[src/hdl/itpc_pkg.sv]
`default_nettype none

package itpc_pkg;

    // Default sizes
    localparam int STACK_DEPTH_DEF     = 32;
    localparam int SURFACE_ID_BITS_DEF = 16;
    localparam int SID_W               = 16;
    localparam int KIND_W              = 3;
    localparam int STATUS_W            = 3;

    // Infix token kinds
    localparam logic [KIND_W-1:0] TK_SURFACE = 3'd0;
    localparam logic [KIND_W-1:0] TK_TRUE    = 3'd1;
    localparam logic [KIND_W-1:0] TK_OPEN    = 3'd2;
    localparam logic [KIND_W-1:0] TK_CLOSE   = 3'd3;
    localparam logic [KIND_W-1:0] TK_OR      = 3'd4;
    localparam logic [KIND_W-1:0] TK_AND     = 3'd5;
    localparam logic [KIND_W-1:0] TK_NOT     = 3'd6;

    // Postfix kind of a surface operand result; also carried by an error result
    localparam logic [KIND_W-1:0] OUT_SURFACE = 3'd0;

    // Stack entry codes; an operator's postfix kind is its code plus one
    localparam logic [1:0] SC_OPEN = 2'd0;
    localparam logic [1:0] SC_OR   = 2'd1;
    localparam logic [1:0] SC_AND  = 2'd2;
    localparam logic [1:0] SC_NOT  = 2'd3;

    // Result status codes
    localparam logic [STATUS_W-1:0] STS_OK              = 3'd0;
    localparam logic [STATUS_W-1:0] STS_BAD_OPERAND     = 3'd1;
    localparam logic [STATUS_W-1:0] STS_BAD_OPERATOR    = 3'd2;
    localparam logic [STATUS_W-1:0] STS_UNMATCHED_CLOSE = 3'd3;
    localparam logic [STATUS_W-1:0] STS_UNMATCHED_OPEN  = 3'd4;
    localparam logic [STATUS_W-1:0] STS_END_OPERAND     = 3'd5;
    localparam logic [STATUS_W-1:0] STS_OVERFLOW        = 3'd6;

    typedef enum logic [1:0] {
        S_IDLE,
        S_EVAL,
        S_POP,
        S_FINISH
    } state_t;

    typedef enum logic [1:0] {
        PM_CLOSE,
        PM_OP,
        PM_FLUSH
    } pop_mode_t;

    typedef struct packed {
        logic [KIND_W-1:0] token_kind;
        logic [SID_W-1:0]  surface_id;
        logic              last_token;
    } tok_t;

    typedef struct packed {
        logic [KIND_W-1:0]   out_kind;
        logic [SID_W-1:0]    out_surface_id;
        logic [STATUS_W-1:0] status;
        logic                run_last;
        logic                expression_done;
    } post_t;

endpackage

`default_nettype wire

[src/hdl/infix_to_postfix_logic_converter.sv]
`default_nettype none

// Channel   Dir  Handshake              Payload
// tok       in   tok_valid / tok_stall  itpc_pkg::tok_t  (one infix token)
// post      out  post_valid/ post_stall itpc_pkg::post_t (one postfix token or error)
//
// A token is accepted in S_IDLE, then evaluated in S_EVAL against the stack top,
// which is read ahead into a register; an open or a not is pushed in S_EVAL. A close,
// an and, an or or a flushing last token then pops its operators one at a time in
// S_POP and ends the pop loop there, and any token with a result or a pop loop
// ends in S_FINISH, which hands over its final result.
// A stall on post holds pops and hand-over; reset leaves the stack memory as is.

module infix_to_postfix_logic_converter #(
    parameter int STACK_DEPTH     = itpc_pkg::STACK_DEPTH_DEF,
    parameter int SURFACE_ID_BITS = itpc_pkg::SURFACE_ID_BITS_DEF
) (
    input  wire logic            clk,
    input  wire logic            rst_n,
    input  wire logic            tok_valid,
    output logic                 tok_stall,
    input  wire itpc_pkg::tok_t  tok,
    output logic                 post_valid,
    input  wire logic            post_stall,
    output itpc_pkg::post_t      post
);

    localparam int CW = $clog2(STACK_DEPTH + 1);
    localparam int AW = $clog2(STACK_DEPTH);

    // Stack memory and its read register
    logic [1:0]    stack_mem [STACK_DEPTH];
    logic [1:0]    rd_data_reg;
    logic          mem_we;
    logic [AW-1:0] mem_waddr;
    logic [AW-1:0] mem_raddr;
    logic [1:0]    mem_wdata;

    itpc_pkg::state_t    state_reg, state_next;
    itpc_pkg::pop_mode_t mode_reg, mode_next;
    logic [CW-1:0]       cnt_reg, cnt_next;
    logic [CW-1:0]       open_cnt_reg, open_cnt_next;
    logic                want_reg, want_next;
    logic                drop_reg, drop_next;
    logic                fin_done_reg, fin_done_next;
    itpc_pkg::tok_t      tok_reg, tok_next;
    logic                pend_valid_reg, pend_valid_next;
    itpc_pkg::post_t     pend_reg, pend_next;
    logic                out_valid_reg, out_valid_next;
    itpc_pkg::post_t     out_reg;
    logic                out_load;
    itpc_pkg::post_t     out_data;

    logic [itpc_pkg::SID_W-1:0]    sid_mask;
    logic [1:0]                    top;
    logic [1:0]                    prec;
    logic                          has_top;
    logic                          full;
    logic                          poppable;
    logic                          last;
    logic                          out_free;
    logic                          can_emit;
    logic                          do_pop;
    logic [itpc_pkg::STATUS_W-1:0] err;

    // Keep only the configured number of surface index bits
    always_comb
    begin
        for (int i = 0; i < itpc_pkg::SID_W; i++)
        begin
            sid_mask[i] = (i < SURFACE_ID_BITS);
        end
    end

    assign top      = rd_data_reg;
    assign has_top  = (cnt_reg != '0);
    assign full     = (cnt_reg == CW'(STACK_DEPTH));
    assign prec     = (tok_reg.token_kind == itpc_pkg::TK_AND) ? itpc_pkg::SC_AND
                                                                : itpc_pkg::SC_OR;
    assign poppable = has_top && (top != itpc_pkg::SC_OPEN) && (top >= prec);
    assign last     = tok_reg.last_token;
    assign out_free = !out_valid_reg || !post_stall;
    assign can_emit = !pend_valid_reg || out_free;

    // Classify the token against the state before any result is released
    always_comb
    begin
        err = itpc_pkg::STS_OK;
        case (tok_reg.token_kind)
            itpc_pkg::TK_SURFACE, itpc_pkg::TK_TRUE:
            begin
                if (!want_reg)
                    err = itpc_pkg::STS_BAD_OPERAND;
                else if (last && open_cnt_reg != '0)
                    err = itpc_pkg::STS_UNMATCHED_OPEN;
            end
            itpc_pkg::TK_OPEN, itpc_pkg::TK_NOT:
            begin
                if (!want_reg)
                    err = itpc_pkg::STS_BAD_OPERAND;
                else if (full)
                    err = itpc_pkg::STS_OVERFLOW;
                else if (last)
                    err = itpc_pkg::STS_END_OPERAND;
            end
            itpc_pkg::TK_CLOSE:
            begin
                if (want_reg)
                    err = itpc_pkg::STS_BAD_OPERATOR;
                else if (open_cnt_reg == '0)
                    err = itpc_pkg::STS_UNMATCHED_CLOSE;
                else if (last && open_cnt_reg != CW'(1))
                    err = itpc_pkg::STS_UNMATCHED_OPEN;
            end
            itpc_pkg::TK_OR, itpc_pkg::TK_AND:
            begin
                if (want_reg)
                    err = itpc_pkg::STS_BAD_OPERATOR;
                else if (full && !poppable)
                    err = itpc_pkg::STS_OVERFLOW;
                else if (last)
                    err = itpc_pkg::STS_END_OPERAND;
            end
            default:
            begin
                if (last && want_reg)
                    err = itpc_pkg::STS_END_OPERAND;
                else if (last && open_cnt_reg != '0)
                    err = itpc_pkg::STS_UNMATCHED_OPEN;
            end
        endcase
    end

    // Sequencer: next state, stack updates and result hand-over
    always_comb
    begin
        state_next      = state_reg;
        mode_next       = mode_reg;
        cnt_next        = cnt_reg;
        open_cnt_next   = open_cnt_reg;
        want_next       = want_reg;
        drop_next       = drop_reg;
        fin_done_next   = fin_done_reg;
        tok_next        = tok_reg;
        pend_valid_next = pend_valid_reg;
        pend_next       = pend_reg;
        out_load        = 1'b0;
        out_data        = pend_reg;
        mem_we          = 1'b0;
        mem_wdata       = itpc_pkg::SC_OPEN;
        do_pop          = 1'b0;
        tok_stall       = (state_reg != itpc_pkg::S_IDLE);

        case (state_reg)
            itpc_pkg::S_IDLE:
            begin
                if (tok_valid)
                begin
                    tok_next   = tok;
                    state_next = itpc_pkg::S_EVAL;
                end
            end

            itpc_pkg::S_EVAL:
            begin
                state_next = itpc_pkg::S_IDLE;
                if (drop_reg)
                begin
                    // Drop tokens until the expression ends
                    if (last)
                    begin
                        cnt_next      = '0;
                        open_cnt_next = '0;
                        want_next     = 1'b1;
                        drop_next     = 1'b0;
                    end
                end
                else if (err != itpc_pkg::STS_OK)
                begin
                    pend_valid_next = 1'b1;
                    pend_next       = '{itpc_pkg::OUT_SURFACE, '0, err, 1'b0, 1'b0};
                    fin_done_next   = 1'b1;
                    state_next      = itpc_pkg::S_FINISH;
                    if (last)
                    begin
                        cnt_next      = '0;
                        open_cnt_next = '0;
                        want_next     = 1'b1;
                    end
                    else
                    begin
                        drop_next = 1'b1;
                    end
                end
                else
                begin
                    fin_done_next = last;
                    mode_next     = itpc_pkg::PM_FLUSH;
                    case (tok_reg.token_kind)
                        itpc_pkg::TK_SURFACE, itpc_pkg::TK_TRUE:
                        begin
                            pend_valid_next          = 1'b1;
                            pend_next                = '0;
                            pend_next.out_kind       = tok_reg.token_kind;
                            pend_next.out_surface_id =
                                (tok_reg.token_kind == itpc_pkg::TK_SURFACE)
                                ? (tok_reg.surface_id & sid_mask) : '0;
                            want_next  = 1'b0;
                            state_next = last ? itpc_pkg::S_POP : itpc_pkg::S_FINISH;
                        end
                        itpc_pkg::TK_OPEN:
                        begin
                            mem_we        = 1'b1;
                            mem_wdata     = itpc_pkg::SC_OPEN;
                            cnt_next      = cnt_reg + 1'b1;
                            open_cnt_next = open_cnt_reg + 1'b1;
                        end
                        itpc_pkg::TK_NOT:
                        begin
                            mem_we    = 1'b1;
                            mem_wdata = itpc_pkg::SC_NOT;
                            cnt_next  = cnt_reg + 1'b1;
                            want_next = 1'b1;
                        end
                        itpc_pkg::TK_CLOSE:
                        begin
                            mode_next  = itpc_pkg::PM_CLOSE;
                            state_next = itpc_pkg::S_POP;
                        end
                        itpc_pkg::TK_OR, itpc_pkg::TK_AND:
                        begin
                            mode_next  = itpc_pkg::PM_OP;
                            want_next  = 1'b1;
                            state_next = itpc_pkg::S_POP;
                        end
                        default:
                        begin
                            if (last)
                                state_next = itpc_pkg::S_POP;
                        end
                    endcase
                end
            end

            itpc_pkg::S_POP:
            begin
                case (mode_reg)
                    itpc_pkg::PM_CLOSE:
                    begin
                        if (top != itpc_pkg::SC_OPEN)
                        begin
                            do_pop = 1'b1;
                        end
                        else
                        begin
                            // Discard the matching open
                            cnt_next      = cnt_reg - 1'b1;
                            open_cnt_next = open_cnt_reg - 1'b1;
                            if (last)
                                mode_next = itpc_pkg::PM_FLUSH;
                            else
                                state_next = itpc_pkg::S_FINISH;
                        end
                    end
                    itpc_pkg::PM_OP:
                    begin
                        if (poppable)
                        begin
                            do_pop = 1'b1;
                        end
                        else
                        begin
                            mem_we     = 1'b1;
                            mem_wdata  = prec;
                            cnt_next   = cnt_reg + 1'b1;
                            state_next = itpc_pkg::S_FINISH;
                        end
                    end
                    default:
                    begin
                        if (has_top)
                        begin
                            do_pop = 1'b1;
                        end
                        else
                        begin
                            want_next  = 1'b1;
                            drop_next  = 1'b0;
                            state_next = itpc_pkg::S_FINISH;
                        end
                    end
                endcase

                // Release the top operator once the pending slot can move on
                if (do_pop && can_emit)
                begin
                    out_load           = pend_valid_reg;
                    pend_valid_next    = 1'b1;
                    pend_next          = '0;
                    pend_next.out_kind = {1'b0, top} + 3'd1;
                    cnt_next           = cnt_reg - 1'b1;
                end
            end

            itpc_pkg::S_FINISH:
            begin
                // Mark the final result of this request
                out_data.run_last        = 1'b1;
                out_data.expression_done = fin_done_reg;
                if (!pend_valid_reg)
                begin
                    state_next = itpc_pkg::S_IDLE;
                end
                else if (out_free)
                begin
                    out_load        = 1'b1;
                    pend_valid_next = 1'b0;
                    state_next      = itpc_pkg::S_IDLE;
                end
            end

            default:
            begin
                state_next = itpc_pkg::S_IDLE;
            end
        endcase
    end

    assign out_valid_next = out_load || (out_valid_reg && post_stall);
    assign mem_waddr      = cnt_reg[AW-1:0];
    assign mem_raddr      = (cnt_next == '0) ? '0 : AW'(cnt_next - 1'b1);

    // Hold control state
    always_ff @(posedge clk or negedge rst_n)
    begin
        if (!rst_n)
        begin
            state_reg      <= itpc_pkg::S_IDLE;
            mode_reg       <= itpc_pkg::PM_FLUSH;
            cnt_reg        <= '0;
            open_cnt_reg   <= '0;
            want_reg       <= 1'b1;
            drop_reg       <= 1'b0;
            fin_done_reg   <= 1'b0;
            pend_valid_reg <= 1'b0;
            out_valid_reg  <= 1'b0;
        end
        else
        begin
            state_reg      <= state_next;
            mode_reg       <= mode_next;
            cnt_reg        <= cnt_next;
            open_cnt_reg   <= open_cnt_next;
            want_reg       <= want_next;
            drop_reg       <= drop_next;
            fin_done_reg   <= fin_done_next;
            pend_valid_reg <= pend_valid_next;
            out_valid_reg  <= out_valid_next;
        end
    end

    // Hold payload
    always_ff @(posedge clk)
    begin
        tok_reg  <= tok_next;
        pend_reg <= pend_next;
        if (out_load)
            out_reg <= out_data;
    end

    // Write the stack and read the next top ahead into a register
    always_ff @(posedge clk)
    begin
        if (mem_we)
            stack_mem[mem_waddr] <= mem_wdata;
        rd_data_reg <= stack_mem[mem_raddr];
    end

    assign post_valid = out_valid_reg;
    assign post       = out_reg;

    // The top used by the pop loop must not come from a read that raced a push
    assert property (@(posedge clk) disable iff (!rst_n)
        (state_reg == itpc_pkg::S_POP) |-> !$past(mem_we))
        else $error("pop loop reads a stale stack top");

    assert property (@(posedge clk) disable iff (!rst_n)
        (open_cnt_reg <= cnt_reg) && (cnt_reg <= CW'(STACK_DEPTH)))
        else $error("stack counters out of range");

    assert property (@(posedge clk) disable iff (!rst_n)
        (state_reg == itpc_pkg::S_IDLE) |-> !pend_valid_reg)
        else $error("result left pending between requests");

    assert property (@(posedge clk) disable iff (!rst_n)
        out_load |-> (!out_valid_reg || !post_stall))
        else $error("output register overwritten while stalled");

    assert property (@(posedge clk) disable iff (!rst_n)
        (state_reg == itpc_pkg::S_EVAL)
        |=> ({1'b0, cnt_reg} <= ({1'b0, $past(cnt_reg)} + 1'b1)))
        else $error("stack grew by more than one entry");

endmodule

`default_nettype wire

[config.mk]
export PLATFORM = sky130hd
export DESIGN_NAME = infix_to_postfix_logic_converter
export DESIGN_NICKNAME = d
export VERILOG_FILES = /design/src/hdl/itpc_pkg.sv /design/src/hdl/infix_to_postfix_logic_converter.sv
export SDC_FILE = /design/constraint.sdc
export NUM_CORES = 1
export LEC_CHECK = 0
export ABC_AREA = 1
export ABC_CLOCK_PERIOD_IN_PS = 4000
export BUFFER_PORTS_ARGS = -buffer_cell sky130_fd_sc_hd__buf_2
export CAP_MARGIN = 20
export CORE_ASPECT_RATIO = 2
export CORE_MARGIN = 8
export CORE_UTILIZATION = 40
export DETAILED_ROUTE_END_ITERATION = 10
export PLACE_DENSITY_LB_ADDON = 0.1
export SLEW_MARGIN = 30
export SYNTH_ARGS = -nofsm -noshare
export SYNTH_HDL_FRONTEND = slang
export SYNTH_SLANG_ARGS = --single-unit
[constraint.sdc]
create_clock -name clk -period 4 [get_ports clk]
set_clock_uncertainty 0.2 [all_clocks]
set_input_delay 0.2 -clock clk [delete_from_list [all_inputs] [get_ports clk]]
set_output_delay 0.2 -clock clk [all_outputs]
set_load 0.02 [all_outputs]
Yosys cells after proc, flatten, opt, wreduce, memory -nomap -nowiden:

Memory sizes are Yosys's and may differ from the RTL's. A register that Yosys moved wholly into a read port is not among the register bits.
Index checks and enable logic that the tools add are counted.

* register bits after elaboration: 89
* logic and storage cells: 204
* RAM bits: 64
* bits of input ports: 24
* memories: 1

Memory list
* stack_mem: words 32, width 2, rd ports 1, clocked after memory_dff 1, write ports 1, line infix_to_postfix_logic_converter.sv:32 `logic [1:0] stack_mem [STACK_DEPTH];`

* mux-type cells: 102
* add/subtract/negate cells: 6
* magnitude comparators: 1
* equal/unequal tests: 29
* reductions and logical operators: 42
* bitwise operators: 1

Operators by type and width (number)
* two-way mux 24 bit: 4
* two-way mux 6 bit: 13
* one-hot mux 24 bit (2 select lines): 1
* two-way mux 2 bit: 21
* one-hot mux 6 bit (2 select lines): 3
* two-way mux 1 bit: 33
* two-way mux 3 bit: 11
* two-way mux 16 bit: 1
* inequality test 2 bit (second input constant): 8
* one-hot mux 2 bit (2 select lines): 4
* AND reduction 4 bit: 4
* inequality test 3 bit (second input constant): 5
* adder 6 x 1 -> 6 bit (second input constant): 2
* zero test 6 bit: 2
* one-hot mux 1 bit (2 select lines): 6
* one-hot mux 3 bit (4 select lines): 1
* AND reduction 6 bit: 2
* nonzero test 6 bit: 2
* subtractor 6 x 1 -> 6 bit (second input constant): 2
* equality test 3 bit (second input constant): 3
* logical AND 1 bit: 8
* one-hot mux 2 bit (4 select lines): 1
* OR reduction 2 bit: 4
* equality test 3 x 2 -> 1 bit (second input constant): 2
* 25 further kinds: 38

Depth between registers and ports, before layout:

Gate-level depths: netlist of run 1.

* depth after elaboration: 15
* gate-level depth with buffers: 35
* mapped depth without buffers: 32

Worst setup path after synthesis of run 1:

Ideal clock, no wire load.

* kind: reg2reg
* start: reg tok_reg[19] (netlist bit)
* end: reg rd_data_reg[0] (read register of stack_mem)
* arrival: 3.673 ns
* stages on the path, launching flop included: 35
* required time: 3.688 ns
* period minus slack after synthesis: 3.985 ns
* path slack: 0.015 ns
* path through: edfxtp_1 -> buf_2 -> inv_1 -> nor3_1 -> inv_1 -> ha_1 -> nand2_1 -> nand3_1 -> nand2_1 -> nand2_1 -> nand2_1 -> nand2_1 -> nand3_1 -> nor2_4 -> nand2_4 -> nand2_1 -> nand2_1 -> nand3b_1 -> a21oi_4 -> inv_2 -> buf_2 -> ha_1 -> inv_1 -> nand2_1 -> nand2_1 -> inv_1 -> nand2_1 -> buf_2 -> nand3_1 -> nand2_1 -> nand2_1 -> nand3_1 -> nand2_1 -> nand2_1 -> nand2_1

* longest elaborated chain between the ends: 15
* elaborated cells between the ends (all ways): 33
* classes of those cells: 1 x add/sub; 1 x order compare; 6 x eq/ne; 15 x mux; 10 x reduce/logical

Ends and longest elaborated chain
* start: declaration: line infix_to_postfix_logic_converter.sv:46 `itpc_pkg::tok_t tok_reg, tok_next;`
* start signal: assignment: line infix_to_postfix_logic_converter.sv:365 `tok_reg <= tok_next;`
* equality test 3 bit: line infix_to_postfix_logic_converter.sv:78, infix_to_postfix_logic_converter.sv:89
* two-way mux 2 bit: line infix_to_postfix_logic_converter.sv:78 `assign prec = (tok_reg.token_kind == itpc_pkg::TK_AND) ? itpc_pkg::SC_AND`
* greater-or-equal comparator 2 bit: line infix_to_postfix_logic_converter.sv:80 `assign poppable = has_top && (top != itpc_pkg::SC_OPEN) && (top >= prec);`
* logical AND 1 bit: line infix_to_postfix_logic_converter.sv:80
* zero test 1 bit: line infix_to_postfix_logic_converter.sv:119 `else if (full && !poppable)`
* logical AND 1 bit: line infix_to_postfix_logic_converter.sv:119
* two-way mux 3 bit: line infix_to_postfix_logic_converter.sv:119
* two-way mux 3 bit: line infix_to_postfix_logic_converter.sv:117 `if (want_reg)`
* one-hot mux 3 bit (4 select lines): line infix_to_postfix_logic_converter.sv:89 `case (tok_reg.token_kind)`
* nonzero test 3 bit: line infix_to_postfix_logic_converter.sv:178 `else if (err != itpc_pkg::STS_OK)`
* two-way mux 6 bit: line infix_to_postfix_logic_converter.sv:178
* two-way mux 6 bit: line infix_to_postfix_logic_converter.sv:167 `if (drop_reg)`
* one-hot mux 6 bit (2 select lines) *: line infix_to_postfix_logic_converter.sv:154 `case (state_reg)`
* named net cnt_next[0]: line infix_to_postfix_logic_converter.sv:41 `logic [CW-1:0] cnt_reg, cnt_next;`
* subtractor 5 x 1 -> 5 bit or zero test 6 bit (tied branches): line infix_to_postfix_logic_converter.sv:331 `assign mem_raddr = (cnt_next == '0) ? '0 : AW'(cnt_next - 1'b1);`
* two-way mux 5 bit *: line infix_to_postfix_logic_converter.sv:331
* end: declaration: line infix_to_postfix_logic_converter.sv:33 `logic [1:0] rd_data_reg;`

Mark *: on every way through the listed nets, which the timed path passes. The rest lies on a longest branch. The select of a mux whose other input is x is not followed.
A chain may end at the register's enable or synchronous reset.

Worst setup path after layout of run 1:

Same ends and word-level chain as after synthesis.

==> results of run 1 <==
## through the flow
step	worst slack [ns]	utilization, %
floorplan	0.0149	-
global placement	0.0952	44.4
detailed placement	-0.0152	44.4
CTS	0.0137	48.6
global route	-0.115	51.0
finish	0.100	51.0
## routing by layer
layer | vias to the layer above | GRT usage (%) | share of wire (%)
met5 | - | 0 | 0
met2 | 127 | 28.3 | 51
met4 | 0 | 7.40 | 2.1
met3 | 23 | 2.53 | 3.2
met1 | 2935 | 21.5 | 44
li1 | 3011 | - | -
## worst max-delay path, delay by kind of cell (launching register included)
| family | cells | cell delay [ns] |
|---|---|---|
| adder cells (fa/ha/maj) | 2 | 0.45 |
| AND/OR/NAND/NOR | 21 | 2.13 |
| AO/OA/AOI/OAI | 1 | 0.18 |
| buffers and inverters | 5 | 0.45 |
| flip-flops | 1 | 0.36 |
## timing repair
action / CTS / global route
hold buffers: 22 / 0
hold endpoints to repair: 42 / 0
gates resized for setup: 2 / 64
gates cloned: 0 / 8
endpoints found under the setup margin: 2 / 3
pin swaps: 0 / 15
setup buffers: 0 / 6
## Yosys cell counts (all sizes together)
master     n  area share (%)
o32ai      2            0.23
buf       17             1.3
a32oi      1            0.11
o31ai      5            0.49
a21oi     22             1.6
a31oi      4            0.32
nand3b    16             1.6
o21bai     1            0.15
dfrtp     19             6.2
xnor2      1            0.11
o2111ai    2            0.23
dfxtp      2            0.52
a22oi      2            0.19
inv      111             5.4
a2111oi    1            0.11
nor3       7            0.45
nand3     89             5.8
nand4     13             1.2
or2        1           0.081
xor2       6            0.68
o22ai      1           0.081
o21ai     37             2.4
o221ai     1            0.11
nand2    173             8.7
clkbuf    10            0.49
dfstp      2            0.68
edfxtp   130              51
nor2     117             6.1
a211oi     2            0.19
ha        19             3.1
nor4       1           0.081
o211ai     7            0.68
o311ai     1            0.11
## kinds of logic (layout without fill, tap and decap cells)
logic type / Yosys count / after routing / share of synthesized area [%]
AOI/OAI and AO/OA: 89 / 89 / 6.99
DFF: 153 / 153 / 58.0
and+or+nand+nor: 417 / 417 / 24.0
xor gates and xnor gates: 7 / 7 / 0.795
adders and majority gates: 19 / 19 / 3.08
buffers and inverters: 138 / 269 / 7.20
## area by class of cell
class | instances | area, µm²
Sequential cell | 153 | 4470
Clock inverter | 13 | 146
Inverter | 111 | 417
Fill cell | 1831 | 9360
Timing Repair Buffer | 126 | 1020
Tap cell | 259 | 324
Clock buffer | 19 | 433
Multi-Input combinational cell | 532 | 2930
## path summary, 6_finish.rpt
kind / start / to / slack (ns) / cells after the start
max: tok_reg[19] / rd_data_reg[0] / 0.10 / 29
min: tok_valid / register / 0.12 / 3
max reg2reg: tok_reg[19] / rd_data_reg[0] / 0.10 / 29
min reg2reg: out_data[5] / post[5] / 0.22 / 0
max in group asynchronous: rst_n / cnt_reg[2] / 3.08 / 2
min in group asynchronous: rst_n / open_cnt_reg[0] / 0.13 / 2
==> impl_metrics.tcl, run 1 <==
set metrics [dict create \
    final-setup-viol-count 0 \
    grt_max_degree 45 \
    nets 984 \
    fin_crit_sh_pct 97.5 \
    clk_latency_ns 0.42 \
    final_cells 1213 \
    criticalPathCategory "register to register" \
    rows 72 \
    slowest_delay_ns 0.36 \
    ant_nets 0 \
    start_util_pct 40.4 \
    largest_reg_flops 64 \
    cts_buffers 17 \
    cpMostUsedCell "nand2_1" \
    tightest_slew_ns 0.820 \
    via_count 6096 \
    synthToLayoutAreaGrowth_pct 26.3 \
    max_clock_freq_ghz 0.256 \
    drc 0 \
    grt.total_usage_pct 17.0 \
    hold_class "input port to register" \
    seq_area_frac_synth_pct 58.0 \
    post-place-cells 1145 \
    cp-end-kind "register" \
    mostFrequentLayoutCells "nand2_1 (158), edfxtp_1 (130), nor2_1 (105)" \
    cts_tree "yes" \
    wire_per_inst_um 17.0 \
    layout_commonest_cell "nand2_1" \
    firstDrtPassIters 5 \
    drt_iter0_drc 438 \
    dpl-instance-area_um2 8480 \
    syn-num-nets 866 \
    setup_tns_ns 0 \
    synth_cell_types 45 \
    syn_inst 823 \
    hold_slack_ns 0.120 \
    cp-start-kind "register" \
    cts_sinks 153 \
    dieArea_um2 24300 \
    grt_pass1_wl_mm 31.5 \
    design_area_um2 9740 \
    gp_congestion 0.919 \
    grt_antenna_before_repair 0 \
    drv_slew 0 \
    crit_fanout 8 \
    critPathRequiredTime_ns 4.11 \
    hold_violations 0 \
    root_buffer "clkbuf_16" \
    grt_remaining_overflow 0 \
    netlist_area_um2 7710 \
    syn_area_per_cell_um2 9.37 \
    ios 50 \
    ys.warnings.count 0 \
    coreArea_um2 19100 \
    die_h_um 212 \
    slew_headroom_pct 45.3 \
    cts.htree.levels 4 \
    layout_min_cycle_time_ns 3.90 \
    status "completed" \
    dp_hpwl_mm 13.6 \
    drive_gt1_share_pct 20.8 \
    port_buffers 49 \
    maxCapViolCount 0 \
    routed_wl_mm 20.6 \
    grt_pass1_vias 5906 \
    clk_path_buf_depth 2 \
    clkTransAtPathRegs_ns 0.07 \
    n_antenna_cell 0 \
    ys_seq_elements 153 \
    avgViaCountPerCell 5.03 \
    die_width_um 114 \
    top_register "stack_mem" \
    cp_data_arrival_time_ns 4.01 \
    crit_slowest_cell "edfxtp_1" \
]
Power of run 1 is not shown: default switching activity piles up to over one toggle a cycle in this logic, so the estimate is an artifact.
==> inputs of run 2 (changes only) <==
Settings changed: ABC_CLOCK_PERIOD_IN_PS 4000 to 4300, CORE_UTILIZATION 40 to 30, PLACE_DENSITY from default to 0.46, PLACE_DENSITY_LB_ADDON 0.1 to default.
Clock period 4 ns to 4.3 ns, I/O delays scaled along.
==> run 2 against run 1 <==
Count of clock-buffer cells in the layout unchanged. Setup slack improved by 0.24 ns. Via count decreased by 2.5%. Utilization decreased by 14 points. Worst hold slack improved by 0.0039 ns. Register-to-register slack improved by 0.24 ns. Routed wire length decreased by 3.7%. Final cell count increased by 5.2%. Global-route usage decreased by 4.1 points. First-iteration DRC count decreased by 4.3%. Critical path type unchanged.
==> impl_metrics.tcl, run 2 (same netlist as run 1, synthesis figures left out) <==
set metrics [dict create \
    status "completed" \
    hold_class "input port to register" \
    dieArea_um2 31400 \
    layout_min_cycle_time_ns 3.96 \
    cp_data_arrival_time_ns 4.08 \
    synthToLayoutAreaGrowth_pct 21.8 \
    routed_wl_mm 19.8 \
    cts_buffers 17 \
    criticalPathCategory "register to register" \
    drive_gt1_share_pct 15.3 \
    clk_path_buf_depth 2 \
    cts_sinks 153 \
    drv_slew 0 \
    nets 966 \
    ant_nets 0 \
    cts_tree "yes" \
    port_buffers 49 \
    rsz0062_at_grt "no" \
    drt_iter0_drc 419 \
    grt_remaining_overflow 0 \
    firstDrtPassIters 6 \
    clkTransAtPathRegs_ns 0.06 \
    die_h_um 243 \
    root_buffer "clkbuf_16" \
    cp-start-kind "register" \
    crit_family "simple AND/OR/NAND/NOR gates" \
    fin_crit_sh_pct 92.1 \
    crit_fanout 9 \
    clk_latency_ns 0.42 \
    final_cells 1276 \
    via_count 5941 \
    max_clock_freq_ghz 0.253 \
    layout_commonest_cell "nand2_1" \
    grt.total_usage_pct 12.9 \
    final_util_pct 36.9 \
    avgViaCountPerCell 4.66 \
    wire_per_inst_um 15.6 \
    slowest_delay_ns 0.41 \
    critPathRequiredTime_ns 4.42 \
    ios 50 \
    cp-end-kind "register" \
    drc 0 \
    grt_max_degree 45 \
    mostFrequentLayoutCells "nand2_1 (167), edfxtp_1 (130), nor2_1 (111)" \
    path_buf_inv 4 \
    setup_tns_ns 0 \
    grt_antenna_before_repair 0 \
    hold_slack_ns 0.124 \
    start_util_pct 30.3 \
    cpMostUsedCell "nand2_1" \
    dp_hpwl_mm 14.0 \
    rows 83 \
    hold_violations 0 \
    coreArea_um2 25400 \
    n_antenna_cell 0 \
    gp_congestion 0.840 \
    grt_pass1_wl_mm 31.4 \
    largest_reg_flops 64 \
    slew_headroom_pct 47.8 \
    top_register "stack_mem" \
    post-place-cells 1216 \
    maxCapViolCount 0 \
    die_width_um 129 \
    crit_slowest_cell "edfxtp_1" \
    grt_pass1_vias 5837 \
    cts.htree.levels 4 \
    final-setup-viol-count 0 \
    tightest_slew_ns 0.782 \
]
## run 2: changes by cell type in the layout (fill, tap and decap cells not counted), moves of 4 or more
cell,previous run,this run
nor2_2,7,3
buf_6,5,1
nand3_2,14,1
nand2_2,8,2
clkbuf_16,22,17
nor2_1,105,111
nand2_1,158,167
nand3_1,74,88
buf_4,42,35
## run 2: what timing repair did
action,4_1_cts,5_1_grt
hold buffers,22,0
hold endpoints to repair,42,0
buffers inserted,0,6
resized for setup,0,15
setup endpoints to repair,0,2
## run 2: stage by stage
| step | setup WS (ns) | area, µm² |
|---|---|---|
| floorplan | 0.315 | 7710 |
| global placement | 0.185 | 8490 |
| detailed placement | 0.0973 | 8490 |
| CTS | 0.0802 | 9300 |
| global route | 0.00987 | 9390 |
| finish | 0.340 | 9390 |
## run 2: worst min-delay path, stage by stage
cell      delay, ns
buf_2          0.10
o221ai_1       0.17
o31ai_1        0.22
## run 2: worst paths after layout
check                       startpoint              to  slack (ns)  cells past startpoint
max reg2reg                tok_reg[18]  rd_data_reg[1]        0.34                     28
min reg2reg                out_data[6]         post[6]        0.22                      0
max                        tok_reg[18]  rd_data_reg[1]        0.34                     28
min                          tok_valid        register        0.12                      3
max in group asynchronous        rst_n      cnt_reg[5]        3.36                      2
min in group asynchronous        rst_n  pend_valid_reg        0.14                      2
## run 2: cell type report
| cell class | instances | area [µm²] |
|---|---|---|
| well taps | 340 | 425 |
| flip-flops and latches | 153 | 4470 |
| repair buffers | 108 | 759 |
| multi-input cells | 532 | 2730 |
| clock buffers | 19 | 433 |
| inverters | 111 | 417 |
| fillers | 2598 | 16100 |
| clock inverters | 13 | 153 |
## run 2: per-layer routing
metal	global-route usage, %	wire length, µm
met1	16.3	8950
met2	21.0	9680
met3	2.55	872
met4	5.11	344
met5	0	0
Power of run 2 is left out for the same reason.
